File: src/rtl/eanht_pkg.sv
// Package: shared types and constants for the energy-aware next-hop table.
package eanht_pkg;

  localparam logic [2:0] ST_UPDATED  = 3'd0;
  localparam logic [2:0] ST_INSERTED = 3'd1;
  localparam logic [2:0] ST_NOT_QUAL = 3'd2;
  localparam logic [2:0] ST_FULL     = 3'd3;
  localparam logic [2:0] ST_CHOSEN   = 3'd4;
  localparam logic [2:0] ST_NONE     = 3'd5;

  localparam logic [1:0] CFG_LEVEL   = 2'd0;
  localparam logic [1:0] CFG_HWEIGHT = 2'd1;
  localparam logic [1:0] CFG_EWEIGHT = 2'd2;
  localparam logic [1:0] CFG_RWEIGHT = 2'd3;

  localparam logic       MODE_REPORT = 1'b0;
  localparam logic       MODE_SELECT = 1'b1;

  // Score is 1000*wh*hr + 1000*we*er + 65536*wr*rssi; fits in 48 signed bits.
  localparam int SCORE_W = 48;
  // Threshold -10 * 2^32.
  localparam logic signed [SCORE_W-1:0] SCORE_FLOOR = -48'sd42949672960;

  typedef struct packed {
    logic              mode;
    logic [15:0]       neighbour_id;
    logic [7:0]        sender_level;
    logic [16:0]       energy_ratio;
    logic [16:0]       harvest_ratio;
    logic signed [7:0] signal_strength;
  } in_word_t;

  typedef struct packed {
    logic [2:0]  status;
    logic [15:0] next_hop;
  } out_word_t;

  typedef enum logic [2:0] {
    BK_IDLE,
    BK_SCAN,
    BK_DRAIN,
    BK_DECIDE,
    BK_OUT
  } bk_state_t;

endpackage

File: src/rtl/eanht_front.sv
// Front end: a two-deep queue of accepted words.
module eanht_front import eanht_pkg::*; (
  input  logic     clk,
  input  logic     rst_n,
  input  logic     in_valid,
  output logic     in_ready,
  input  in_word_t in_data,
  output logic     q_valid,
  input  logic     q_pop,
  output in_word_t q_data
);

  in_word_t   mem_r [2];
  logic       wp_r, rp_r;
  logic [1:0] cnt_r;

  assign in_ready = (cnt_r != 2'd2);
  assign q_valid  = (cnt_r != 2'd0);
  assign q_data   = mem_r[rp_r];

  // Store accepted words in order.
  always_ff @(posedge clk) begin
    if (in_valid && in_ready) begin
      mem_r[wp_r] <= in_data;
    end
  end

  // Advance pointers and occupancy.
  always_ff @(posedge clk) begin
    if (!rst_n) begin
      wp_r  <= 1'b0;
      rp_r  <= 1'b0;
      cnt_r <= 2'd0;
    end else begin
      if (in_valid && in_ready) wp_r <= ~wp_r;
      if (q_pop && q_valid) rp_r <= ~rp_r;
      cnt_r <= cnt_r + 2'((in_valid && in_ready) ? 1 : 0)
                     - 2'((q_pop && q_valid) ? 1 : 0);
    end
  end

  property p_no_over;
    @(posedge clk) disable iff (!rst_n) cnt_r == 2'd2 |-> !in_ready;
  endproperty
  a_no_over: assert property (p_no_over) else $error("queue overflow");

  property p_pop_valid;
    @(posedge clk) disable iff (!rst_n) cnt_r == 2'd0 |-> !q_valid;
  endproperty
  a_pop_valid: assert property (p_pop_valid) else $error("empty queue shows valid");

  property p_cnt_range;
    @(posedge clk) disable iff (!rst_n) cnt_r != 2'd3;
  endproperty
  a_cnt_range: assert property (p_cnt_range) else $error("queue count out of range");

endmodule

File: src/rtl/eanht_back.sv
// Back end: walks the neighbour table one slot per cycle for reports and selects.
module eanht_back import eanht_pkg::*; #(
  parameter int TABLE_DEPTH = 16
) (
  input  logic        clk,
  input  logic        rst_n,
  input  logic        q_valid,
  output logic        q_pop,
  input  in_word_t    q_data,
  input  logic [7:0]  own_level,
  input  logic [16:0] h_weight,
  input  logic [16:0] e_weight,
  input  logic [16:0] r_weight,
  output logic        out_valid,
  input  logic        out_ready,
  output out_word_t   out_data
);

  localparam int IW = (TABLE_DEPTH > 1) ? $clog2(TABLE_DEPTH) : 1;
  localparam int CW = $clog2(TABLE_DEPTH + 1);
  localparam logic [IW-1:0] LAST = IW'(TABLE_DEPTH - 1);
  localparam logic [CW-1:0] FULL = CW'(TABLE_DEPTH);

  // Table: ids, ratios and signals in flops, valid bits cleared at reset.
  logic [TABLE_DEPTH-1:0] vld_r;
  logic [15:0]            id_r  [TABLE_DEPTH];
  logic [16:0]            en_r  [TABLE_DEPTH];
  logic [16:0]            hv_r  [TABLE_DEPTH];
  logic signed [7:0]      sg_r  [TABLE_DEPTH];
  logic [CW-1:0]          count_r;

  bk_state_t st_r, st_nxt;
  logic [IW-1:0] idx_r, idx_nxt;
  // scan results
  logic          hit_r, hit_nxt;
  logic [IW-1:0] hit_idx_r, hit_idx_nxt;
  logic          free_r, free_nxt;
  logic [IW-1:0] free_idx_r, free_idx_nxt;
  logic signed [SCORE_W-1:0] best_r, best_nxt;
  logic [15:0]   hop_r, hop_nxt;
  logic          any_r, any_nxt;
  out_word_t     res_r, res_nxt;

  // Product stage: three products registered, then summed and compared.
  logic                      p_vld_r;
  logic [IW-1:0]             p_idx_r;
  logic [33:0]               ph_r, pe_r;
  logic signed [25:0]        pr_r;
  logic signed [SCORE_W-1:0] score;

  logic [IW-1:0] ix;
  assign ix = idx_r;

  always_ff @(posedge clk) begin
    ph_r    <= h_weight * hv_r[ix];
    pe_r    <= e_weight * en_r[ix];
    pr_r    <= $signed({1'b0, r_weight}) * sg_r[ix];
    p_idx_r <= ix;
  end

  always_ff @(posedge clk) begin
    if (!rst_n) p_vld_r <= 1'b0;
    else        p_vld_r <= (st_r == BK_SCAN) && q_data.mode == MODE_SELECT
                           && vld_r[ix];
  end

  assign score = SCORE_W'(({14'd0, ph_r} + {14'd0, pe_r}) * 48'd1000)
               + ({{(SCORE_W-42){pr_r[25]}}, pr_r, 16'd0});

  // Next state and per-cycle updates.
  always_comb begin
    st_nxt       = st_r;
    idx_nxt      = idx_r;
    hit_nxt      = hit_r;
    hit_idx_nxt  = hit_idx_r;
    free_nxt     = free_r;
    free_idx_nxt = free_idx_r;
    best_nxt     = best_r;
    hop_nxt      = hop_r;
    any_nxt      = any_r;
    res_nxt      = res_r;
    q_pop        = 1'b0;
    // fold in a score from the product stage
    if (p_vld_r && score > best_r) begin
      best_nxt = score;
      hop_nxt  = id_r[p_idx_r];
      any_nxt  = 1'b1;
    end
    case (st_r)
      BK_IDLE: begin
        if (q_valid) begin
          st_nxt   = BK_SCAN;
          idx_nxt  = '0;
          hit_nxt  = 1'b0;
          free_nxt = 1'b0;
          best_nxt = SCORE_FLOOR;
          any_nxt  = 1'b0;
          hop_nxt  = '0;
        end
      end
      BK_SCAN: begin
        if (vld_r[ix] && id_r[ix] == q_data.neighbour_id && !hit_r) begin
          hit_nxt     = 1'b1;
          hit_idx_nxt = ix;
        end
        if (!vld_r[ix] && !free_r) begin
          free_nxt     = 1'b1;
          free_idx_nxt = ix;
        end
        if (ix == LAST) st_nxt = BK_DRAIN;
        else            idx_nxt = ix + 1'b1;
      end
      BK_DRAIN: st_nxt = BK_DECIDE;
      BK_DECIDE: begin
        if (q_data.mode == MODE_SELECT) begin
          res_nxt.status   = any_r ? ST_CHOSEN : ST_NONE;
          res_nxt.next_hop = any_r ? hop_r : 16'd0;
        end else begin
          res_nxt.next_hop = 16'd0;
          if (hit_r) res_nxt.status = ST_UPDATED;
          else if (own_level == 8'hFF || {1'b0, own_level} != {1'b0, q_data.sender_level} + 9'd1)
            res_nxt.status = ST_NOT_QUAL;
          else if (count_r >= FULL || !free_r) res_nxt.status = ST_FULL;
          else res_nxt.status = ST_INSERTED;
        end
        q_pop  = 1'b1;
        st_nxt = BK_OUT;
      end
      BK_OUT: if (out_ready) st_nxt = BK_IDLE;
      default: st_nxt = BK_IDLE;
    endcase
  end

  always_ff @(posedge clk) begin
    if (!rst_n) begin
      st_r  <= BK_IDLE;
      vld_r <= '0;
      count_r <= '0;
    end else begin
      st_r <= st_nxt;
      if (st_r == BK_DECIDE && q_data.mode == MODE_REPORT
          && res_nxt.status == ST_INSERTED) begin
        vld_r[free_idx_r] <= 1'b1;
        count_r <= count_r + 1'b1;
      end
    end
  end

  // Write table entries on update or insert.
  always_ff @(posedge clk) begin
    if (st_r == BK_DECIDE && q_data.mode == MODE_REPORT) begin
      if (res_nxt.status == ST_UPDATED) begin
        en_r[hit_idx_r] <= q_data.energy_ratio;
        hv_r[hit_idx_r] <= q_data.harvest_ratio;
        sg_r[hit_idx_r] <= q_data.signal_strength;
      end else if (res_nxt.status == ST_INSERTED) begin
        id_r[free_idx_r] <= q_data.neighbour_id;
        en_r[free_idx_r] <= q_data.energy_ratio;
        hv_r[free_idx_r] <= q_data.harvest_ratio;
        sg_r[free_idx_r] <= q_data.signal_strength;
      end
    end
  end

  always_ff @(posedge clk) begin
    idx_r      <= idx_nxt;
    hit_r      <= hit_nxt;
    hit_idx_r  <= hit_idx_nxt;
    free_r     <= free_nxt;
    free_idx_r <= free_idx_nxt;
    best_r     <= best_nxt;
    hop_r      <= hop_nxt;
    any_r      <= any_nxt;
    res_r      <= res_nxt;
  end

  assign out_valid = (st_r == BK_OUT);
  assign out_data  = res_r;

  property p_count_bound;
    @(posedge clk) disable iff (!rst_n) count_r <= FULL;
  endproperty
  a_count_bound: assert property (p_count_bound) else $error("count beyond depth");

  property p_count_match;
    @(posedge clk) disable iff (!rst_n) CW'($countones(vld_r)) == count_r;
  endproperty
  a_count_match: assert property (p_count_match) else $error("count mismatch");

  property p_pop_once;
    @(posedge clk) disable iff (!rst_n) q_pop |-> q_valid && st_r == BK_DECIDE;
  endproperty
  a_pop_once: assert property (p_pop_once) else $error("pop without word");

endmodule

File: src/rtl/energy_aware_next_hop_table_core.sv
// Top level: energy-aware neighbour table with next-hop choice.
//  channel | ports                         | direction
//  input   | in_valid in_ready in_data     | in
//  result  | out_valid out_ready out_data  | out
//  config  | cfg_valid cfg_ready cfg_index cfg_data | in
// In the back end each word passes a dispatch, a walk of the table one slot
// per cycle, a drain of the product register, a decide and an output.
// A two-word queue lets new words be accepted while a result waits.
// Reset (synchronous) clears valid bits, count, state and queue; config gets defaults.
// A stalled output holds the back end; the queue then fills and drops in_ready.
module energy_aware_next_hop_table_core import eanht_pkg::*; #(
  parameter int TABLE_DEPTH = 16
) (
  input  logic        clk,
  input  logic        rst_n,
  input  logic        in_valid,
  output logic        in_ready,
  input  in_word_t    in_data,
  output logic        out_valid,
  input  logic        out_ready,
  output out_word_t   out_data,
  input  logic        cfg_valid,
  output logic        cfg_ready,
  input  logic [1:0]  cfg_index,
  input  logic [16:0] cfg_data
);

  logic [7:0]  level_r;
  logic [16:0] hw_r, ew_r, rw_r;
  logic        q_valid, q_pop;
  in_word_t    q_data;

  assign cfg_ready = 1'b1;

  // Write configuration registers.
  always_ff @(posedge clk) begin
    if (!rst_n) begin
      level_r <= 8'hFF;
      hw_r    <= '0;
      ew_r    <= '0;
      rw_r    <= '0;
    end else if (cfg_valid) begin
      case (cfg_index)
        CFG_LEVEL:   level_r <= cfg_data[7:0];
        CFG_HWEIGHT: hw_r    <= cfg_data;
        CFG_EWEIGHT: ew_r    <= cfg_data;
        CFG_RWEIGHT: rw_r    <= cfg_data;
        default: ;
      endcase
    end
  end

  eanht_front u_front (
    .clk(clk), .rst_n(rst_n),
    .in_valid(in_valid), .in_ready(in_ready), .in_data(in_data),
    .q_valid(q_valid), .q_pop(q_pop), .q_data(q_data)
  );

  eanht_back #(.TABLE_DEPTH(TABLE_DEPTH)) u_back (
    .clk(clk), .rst_n(rst_n),
    .q_valid(q_valid), .q_pop(q_pop), .q_data(q_data),
    .own_level(level_r), .h_weight(hw_r), .e_weight(ew_r), .r_weight(rw_r),
    .out_valid(out_valid), .out_ready(out_ready), .out_data(out_data)
  );

endmodule

File: config.mk
export PLATFORM = sky130hd
export DESIGN_NAME = energy_aware_next_hop_table_core
export DESIGN_NICKNAME = d
export VERILOG_FILES = /design/src/rtl/eanht_pkg.sv /design/src/rtl/eanht_front.sv /design/src/rtl/eanht_back.sv /design/src/rtl/energy_aware_next_hop_table_core.sv
export SDC_FILE = /design/constraint.sdc
export NUM_CORES = 2
export LEC_CHECK = 0
export ABC_CLOCK_PERIOD_IN_PS = 25600
export BUFFER_PORTS_ARGS = -buffer_cell sky130_fd_sc_hd__clkbuf_2
export CORE_MARGIN = 5
export CORE_UTILIZATION = 45
export DETAILED_ROUTE_END_ITERATION = 8
export MAX_ROUTING_LAYER = met4
export PLACE_DENSITY_LB_ADDON = 0.1
export SLEW_MARGIN = 25
export SYNTH_ARGS = -nofsm -noshare
export SYNTH_HDL_FRONTEND = slang
export SYNTH_SLANG_ARGS = --single-unit
export TNS_END_PERCENT = 100
File: constraint.sdc
create_clock -name clk -period 25.6 [get_ports clk]
set_clock_uncertainty 0.1 [all_clocks]
set_input_delay 1.28 -clock clk [delete_from_list [all_inputs] [get_ports clk]]
set_output_delay 1.28 -clock clk [all_outputs]
set_load 0.005 [all_outputs]
After elaboration in Yosys (flattened, before gate mapping)
Memory sizes are Yosys's and may differ from the RTL's. A register that Yosys moved wholly into a read port is not among the register bits. Cells that the tools add are included.

$add $sub $neg: 7. Reduce and logical (&&, ||, !) cells: 35. Magnitude comparators: 5. Multiply operators: 4. Equal/unequal tests: 19. Bitwise operators: 4. Mux-type cells: 59.

Operators by type and width (count): 48-bit 2-to-1 mux (3); 17-bit by 17-bit multiplier with 34-bit output (2); 16-bit 2-to-1 mux (4); 48-bit adder (1); 48-bit greater-than comparator (1); 48-bit by 7-bit multiplier with 45-bit output, second input constant (1); 19-bit 2-to-1 mux (2); 4-bit 2-to-1 mux (9); 34-bit by 34-bit adder with 35-bit output (1); 17-bit 2-to-1 mux (2); 17-bit OR reduction (2); 18-bit by 8-bit multiplier with 26-bit output (1); 1-bit 2-to-1 mux (26); 16-bit == test (1); 16-bit bitwise OR (1); 3-bit 2-to-1 mux (5); 3-bit case mux with 5 select lines (1); 2-bit AND reduction (7); 2-bit inequality test, second input constant (6); 3-bit AND reduction (4); 1-bit logical AND (11); 4-bit by 5-bit less-than comparator with 1-bit output, second input constant (2); 8-bit by 1-bit adder with 9-bit output, second input constant (1); 8-bit by 9-bit inequality test with 1-bit output (1); other kinds (27) (38).

Logic and storage cells: 162. Bits of input ports: 91. Bits in registers: 280. Memory bits (writable): 1062. Memories kept: 5. Output and inout port bits: 22.

Memories: u_back.en_r (words 16, bits a word 17, read ports 1, clocked after Yosys merged registers in 1, wr ports 1, RTL line eanht_back.sv:27) `logic [16:0] en_r [TABLE_DEPTH];`; u_back.hv_r (words 16, bits a word 17, read ports 1, clocked after Yosys merged registers in 1, wr ports 1, RTL line eanht_back.sv:28) `logic [16:0] hv_r [TABLE_DEPTH];`; u_back.id_r (words 16, bits a word 16, read ports 2, clocked after Yosys merged registers in 2, wr ports 1, RTL line eanht_back.sv:26) `logic [15:0] id_r [TABLE_DEPTH];`; u_front.mem_r (words 2, bits a word 67, read ports 1, clocked after Yosys merged registers in 1, wr ports 1, RTL line eanht_front.sv:13) `in_word_t mem_r [2];`; u_back.sg_r (words 16, bits a word 8, read ports 1, clocked after Yosys merged registers in 1, wr ports 1, RTL line eanht_back.sv:29) `logic signed [7:0] sg_r [TABLE_DEPTH];`.

Longest topological paths before layout
Depth after elaboration: 14. Depth in mapped cells: 52.

Modules after synthesis
From an unflattened synthesis, not the netlist that was laid out.

Cells, all modules: 6388. Area, all modules: 84622.4 sq um.

By module, submodules not included: eanht_back (instances 1, cells each 5931, area an instance 77126.5 sq um); eanht_front (instances 1, cells each 232, area an instance 5181.2 sq um); energy_aware_next_hop_table_core (instances 1, cells each 225, area an instance 2314.7 sq um).

Worst setup path after synthesis
OpenSTA, ideal clock, no wires.

Path type: reg-to-reg. Start: register u_back.pe_r[0]. End: register u_back.best_r[14]. Arrival: 10.629 ns. Slack: 14.800 ns. Path buffers: 2. Library setup time: 0.070 ns. Stages on the path, launching flop included: 51. Path through: dfxtp_1 > ha_1 > fa_1 > a21o_1 > a21oi_1 > o21ai_1 > a31o_2 > a41oi_1 > o21bai_1 > a21oi_1 > xnor2_1 > xnor2_1 > inv_1 > ha_1 > inv_1 > fa_1 > fa_1 > fa_1 > [15 not listed] > a31oi_1 > o221ai_1 > o211ai_1 > nand2_1 > a31oi_1 > o21ai_0 > xnor2_1 > inv_1 > ha_1 > nand4_1 > or4_1 > nand3b_1 > o211ai_1 > xnor2_1 > clkbuf_1 > clkbuf_1 > nand3_1 > a21oi_1.

Cells in the longest elaborated chain, start to end: 8.

Ends and longest elaborated chain: from (decl) (RTL line eanht_back.sv:47) `logic [33:0] ph_r, pe_r;`; from (signal assigned) (RTL line eanht_back.sv:56) `pe_r <= e_weight * en_r[ix];`; 34-bit by 34-bit adder with 35-bit output * (RTL line eanht_back.sv:67) `assign score = SCORE_W'(({14'd0, ph_r} + {14'd0, pe_r}) * 48'd1000)`; 48-bit by 7-bit multiplier with 45-bit output * (RTL line eanht_back.sv:67); 48-bit adder * (RTL line eanht_back.sv:68) `+ ({{(SCORE_W-42){pr_r[25]}}, pr_r, 16'd0});`; 48-bit greater-than comparator (RTL line eanht_back.sv:84) `if (p_vld_r && score > best_r) begin`; 1-bit logical AND (RTL line eanht_back.sv:84); 48-bit 2-to-1 mux * (RTL line eanht_back.sv:84); 48-bit 2-to-1 mux (RTL line eanht_back.sv:91) `if (q_valid) begin`; 48-bit 2-to-1 mux * (RTL line eanht_back.sv:89) `case (st_r)`; via u_back.best_nxt[14] (RTL line eanht_back.sv:39) `logic signed [SCORE_W-1:0] best_r, best_nxt;`; to (signal assigned) (RTL line eanht_back.sv:171) `best_r <= best_nxt;`; to (decl) (RTL line eanht_back.sv:39).

Mark *: on every way through the listed nets, which the timed path passes. The rest lies on a longest branch. A chain may end at the register's enable or synchronous reset.

Worst setup path in the final report
Start: register u_back.ph_r[0]. End: register u_back.best_r[0].

Cells in the longest elaborated chain, start to end: 8.

Ends and longest elaborated chain: from (decl) (RTL line eanht_back.sv:47); from (signal assigned) (RTL line eanht_back.sv:55) `ph_r <= h_weight * hv_r[ix];`; 34-bit by 34-bit adder with 35-bit output * (RTL line eanht_back.sv:67); 48-bit by 7-bit multiplier with 45-bit output * (RTL line eanht_back.sv:67); 48-bit adder * (RTL line eanht_back.sv:68); 48-bit greater-than comparator * (RTL line eanht_back.sv:84); 1-bit logical AND * (RTL line eanht_back.sv:84); 48-bit 2-to-1 mux * (RTL line eanht_back.sv:84); 48-bit 2-to-1 mux (RTL line eanht_back.sv:91); 48-bit 2-to-1 mux * (RTL line eanht_back.sv:89); via u_back.best_nxt[0] (RTL line eanht_back.sv:39).

Marked as above.

==> results.md <==
* Status: complete, no violations
* Most common cell on crit path: ha_1
* Nets at 7676
* Via/cell ratio at 5.44
* Yosys reg bits at ~1400
* Slew @ Worst Pin at 1070 ps
* Max-slew violation count at 0
* Tmin final at around 13000 ps
* Layout cells sized above 1 at a little over an eighth
* H-Tree Depth at 4
* DR iter-0 viols at 3240
* Die height at 442 um
* Cells after Synth at 6382
* Synth cell count leaders: edfxtp_1, inv_1, nand2_1, fa_1, ha_1
* CP Class: reg2reg
* CTS Hold Buffers Added at 0
* CP required at 26180 ps
* Top_reg_cell synth: edfxtp_1
* Most numerous cell in the Yosys netlist: edfxtp_1
* CP max stage delay at just under 600 ps
* Post-synthesis sequential area ratio at a little under half
* Fin. Hold Viols at 0
* GP Congestion at 0.874
* P&R area growth vs syn at 9.63%
* Clock latency on the worst-skew pair at 800 ps
* Placeable Area at 186000 sq um
* First-pass GRT wire length at around 320000 um
* Unrepaired setup endpoints after global routing: no
* Number of library cell types mapped by synthesis at around 90
* Critical Path Start Type: flop
* Root buffer selected by CTS: clkbuf_16
* DR DRC count at 0
* Post-CTS Resized at 0
* CTS clk-pin slew, worst paths at 50 ps
* Synth top area share at 39.0%
* Post-synth net total at 7600
* Largest net degree at the start of global routing at between 100 and 150
* Maximum fanout along the worst path at 70
* # setup viols final at 0
* Post-synth ARST share at 0%
* Setup bufs post-CTS at 0
* WL/cell at 23.2 um
* Drt total wl at about 210000 um
* Synthesized area per cell at 13.2 sq um
* Critical path's slowest cell: nand2_4
* Crit path arrival time at 13290 ps
* Synth area leader: edfxtp_1
* EDFF count, synth at 1092
* Critical Path End Type: flop
* TritonCTS Buffers at 146
* Vias in the first global route at approximately 52000
* Rows at 158
* Hold Crit Class: reg2reg
* Width of the die at about 440 um
* Crit share post-route at 49.7%
* DIE AREA at 196000 sq um
* Initial antenna violation count at 3
* CTS max path bufs at 3
* DR pass1 iterations at 7
* Final ANT Viol Nets at 0
* Synthesized area at 84100 sq um
* Setup TNS at 0 ps
* F_max at 78.7 MHz
* Ranking of synthesized cells by area: edfxtp_1, fa_1, mux4_2, ha_1, dfxtp_1
* MaxCap Viol Count at 0
* Global-route usage over all layers at around 22%
* Yosys warning count at 0
* Starting Density at 45.3%
* IO Pins at roughly 110
* Routed via count at around 49000
* Global route total overflow at 0
* CTS tree: yes
* Clock sinks at ~1400
* # port buffers at 111
* Max-Slew Margin vs Limit at 28.5%
* Final HPWL DP at 141000 um
## flip-flops by register name (all words and copies together), names as in the netlist, 19 cells and up, named ones only
name	cells
u_back.en_r	272
u_back.hv_r	272
u_back.id_r	256
u_front.mem_r	134
u_back.sg_r	128
u_back.best_r	48
u_back.pe_r	34
u_back.ph_r	34
u_back.pr_r	26
u_back.out_data	19
## path summary, 6_finish.rpt
path                      from                 to  slack [ps]  cells after the start
min reg2reg  u_back.best_r[18]  u_back.best_r[18]         350                      2
max             u_back.ph_r[0]   u_back.best_r[0]       12890                     49
max reg2reg     u_back.ph_r[0]   u_back.best_r[0]       12890                     49
min          u_back.best_r[18]  u_back.best_r[18]         350                      2
## area by class of cell
class                           instances  area, sq um
Clock buffer                          198         3950
Fill cell                           16100        93400
Multi-Input combinational cell       3922        42100
Clock inverter                         69          757
Sequential cell                      1351        38000
Inverter                              865         3250
Tap cell                             2480         3100
Timing Repair Buffer                  172         1030
Antenna cell                            4         10.0
## through the flow
step	area [sq um]	worst slack, ps	hold slack (ps)	util, %	instances
2_1_floorplan	84100	14800	308	-	6382
3_3_place_gp	87500	13200	341	47.1	8790
3_5_place_dp	87500	12910	346	47.1	8790
4_1_cts	92200	12830	354	49.7	9057
5_1_grt	92200	11840	371	49.7	9057
6_report	92200	12890	354	49.7	9061
## metal layers
metal | global-route usage [%] | vias up | wire length (um)
li1 | - | 22300 | -
met1 | 29.5 | 25700 | 92100
met2 | 36.2 | 1041 | 103000
met3 | 2.46 | 237 | 8470
met4 | 6.48 | 0 | 6450
met5 | - | - | 0
## cells in the final DEF (no fill, tap or decap), drive strengths merged, types with 9 or more instances in the layout
cell / synthesis / final
edfxtp: 1092 / 1092
inv: 864 / 871
nand2: 688 / 688
fa: 652 / 652
ha: 475 / 475
mux4: 374 / 374
clkbuf: 137 / 309
and2: 308 / 308
dfxtp: 259 / 259
a21oi: 191 / 191
xnor2: 169 / 169
nor2: 145 / 145
o21ai: 106 / 106
a21o: 97 / 97
nand3: 72 / 72
mux2: 64 / 64
xor2: 63 / 63
a21boi: 62 / 62
buf: 107 / 61
clkinv: 1 / 54
o21a: 46 / 46
nor3: 40 / 40
nand2b: 39 / 39
mux2i: 39 / 39
nor2b: 29 / 29
nand4: 25 / 25
and3: 25 / 25
o21bai: 21 / 21
a211oi: 21 / 21
a31oi: 20 / 20
o211ai: 15 / 15
nand3b: 12 / 12
or2: 11 / 11
a221oi: 9 / 9
## cell families (layout without fill, tap and decap cells)
group,Yosys count,in the layout,synth area share (%)
buffers and inverters,1109,1304,5.11
DFF,1351,1351,45.2
other,1,5,0.00446
adders and majority gates,1134,1134,22.7
xor gates and xnor gates,232,232,2.51
and+or+nand+nor,1437,1437,8.18
muxes,477,477,11.4
AOI/OAI and AO/OA,641,641,4.97
## critical path: cells and delay by family, from the launching register on
family                   cells  cell delay [ps]
flip-flops                   1              300
AO/OA/AOI/OAI               19             3950
XOR/XNOR                     5             1140
AND/OR/NAND/NOR             11             2970
buffers and inverters        5              580
adder cells (fa/ha/maj)      9             3500
Power is left out: the tool's default activity adds up to more than one toggle a clock period on the data nets, which glitch-free logic cannot reach.
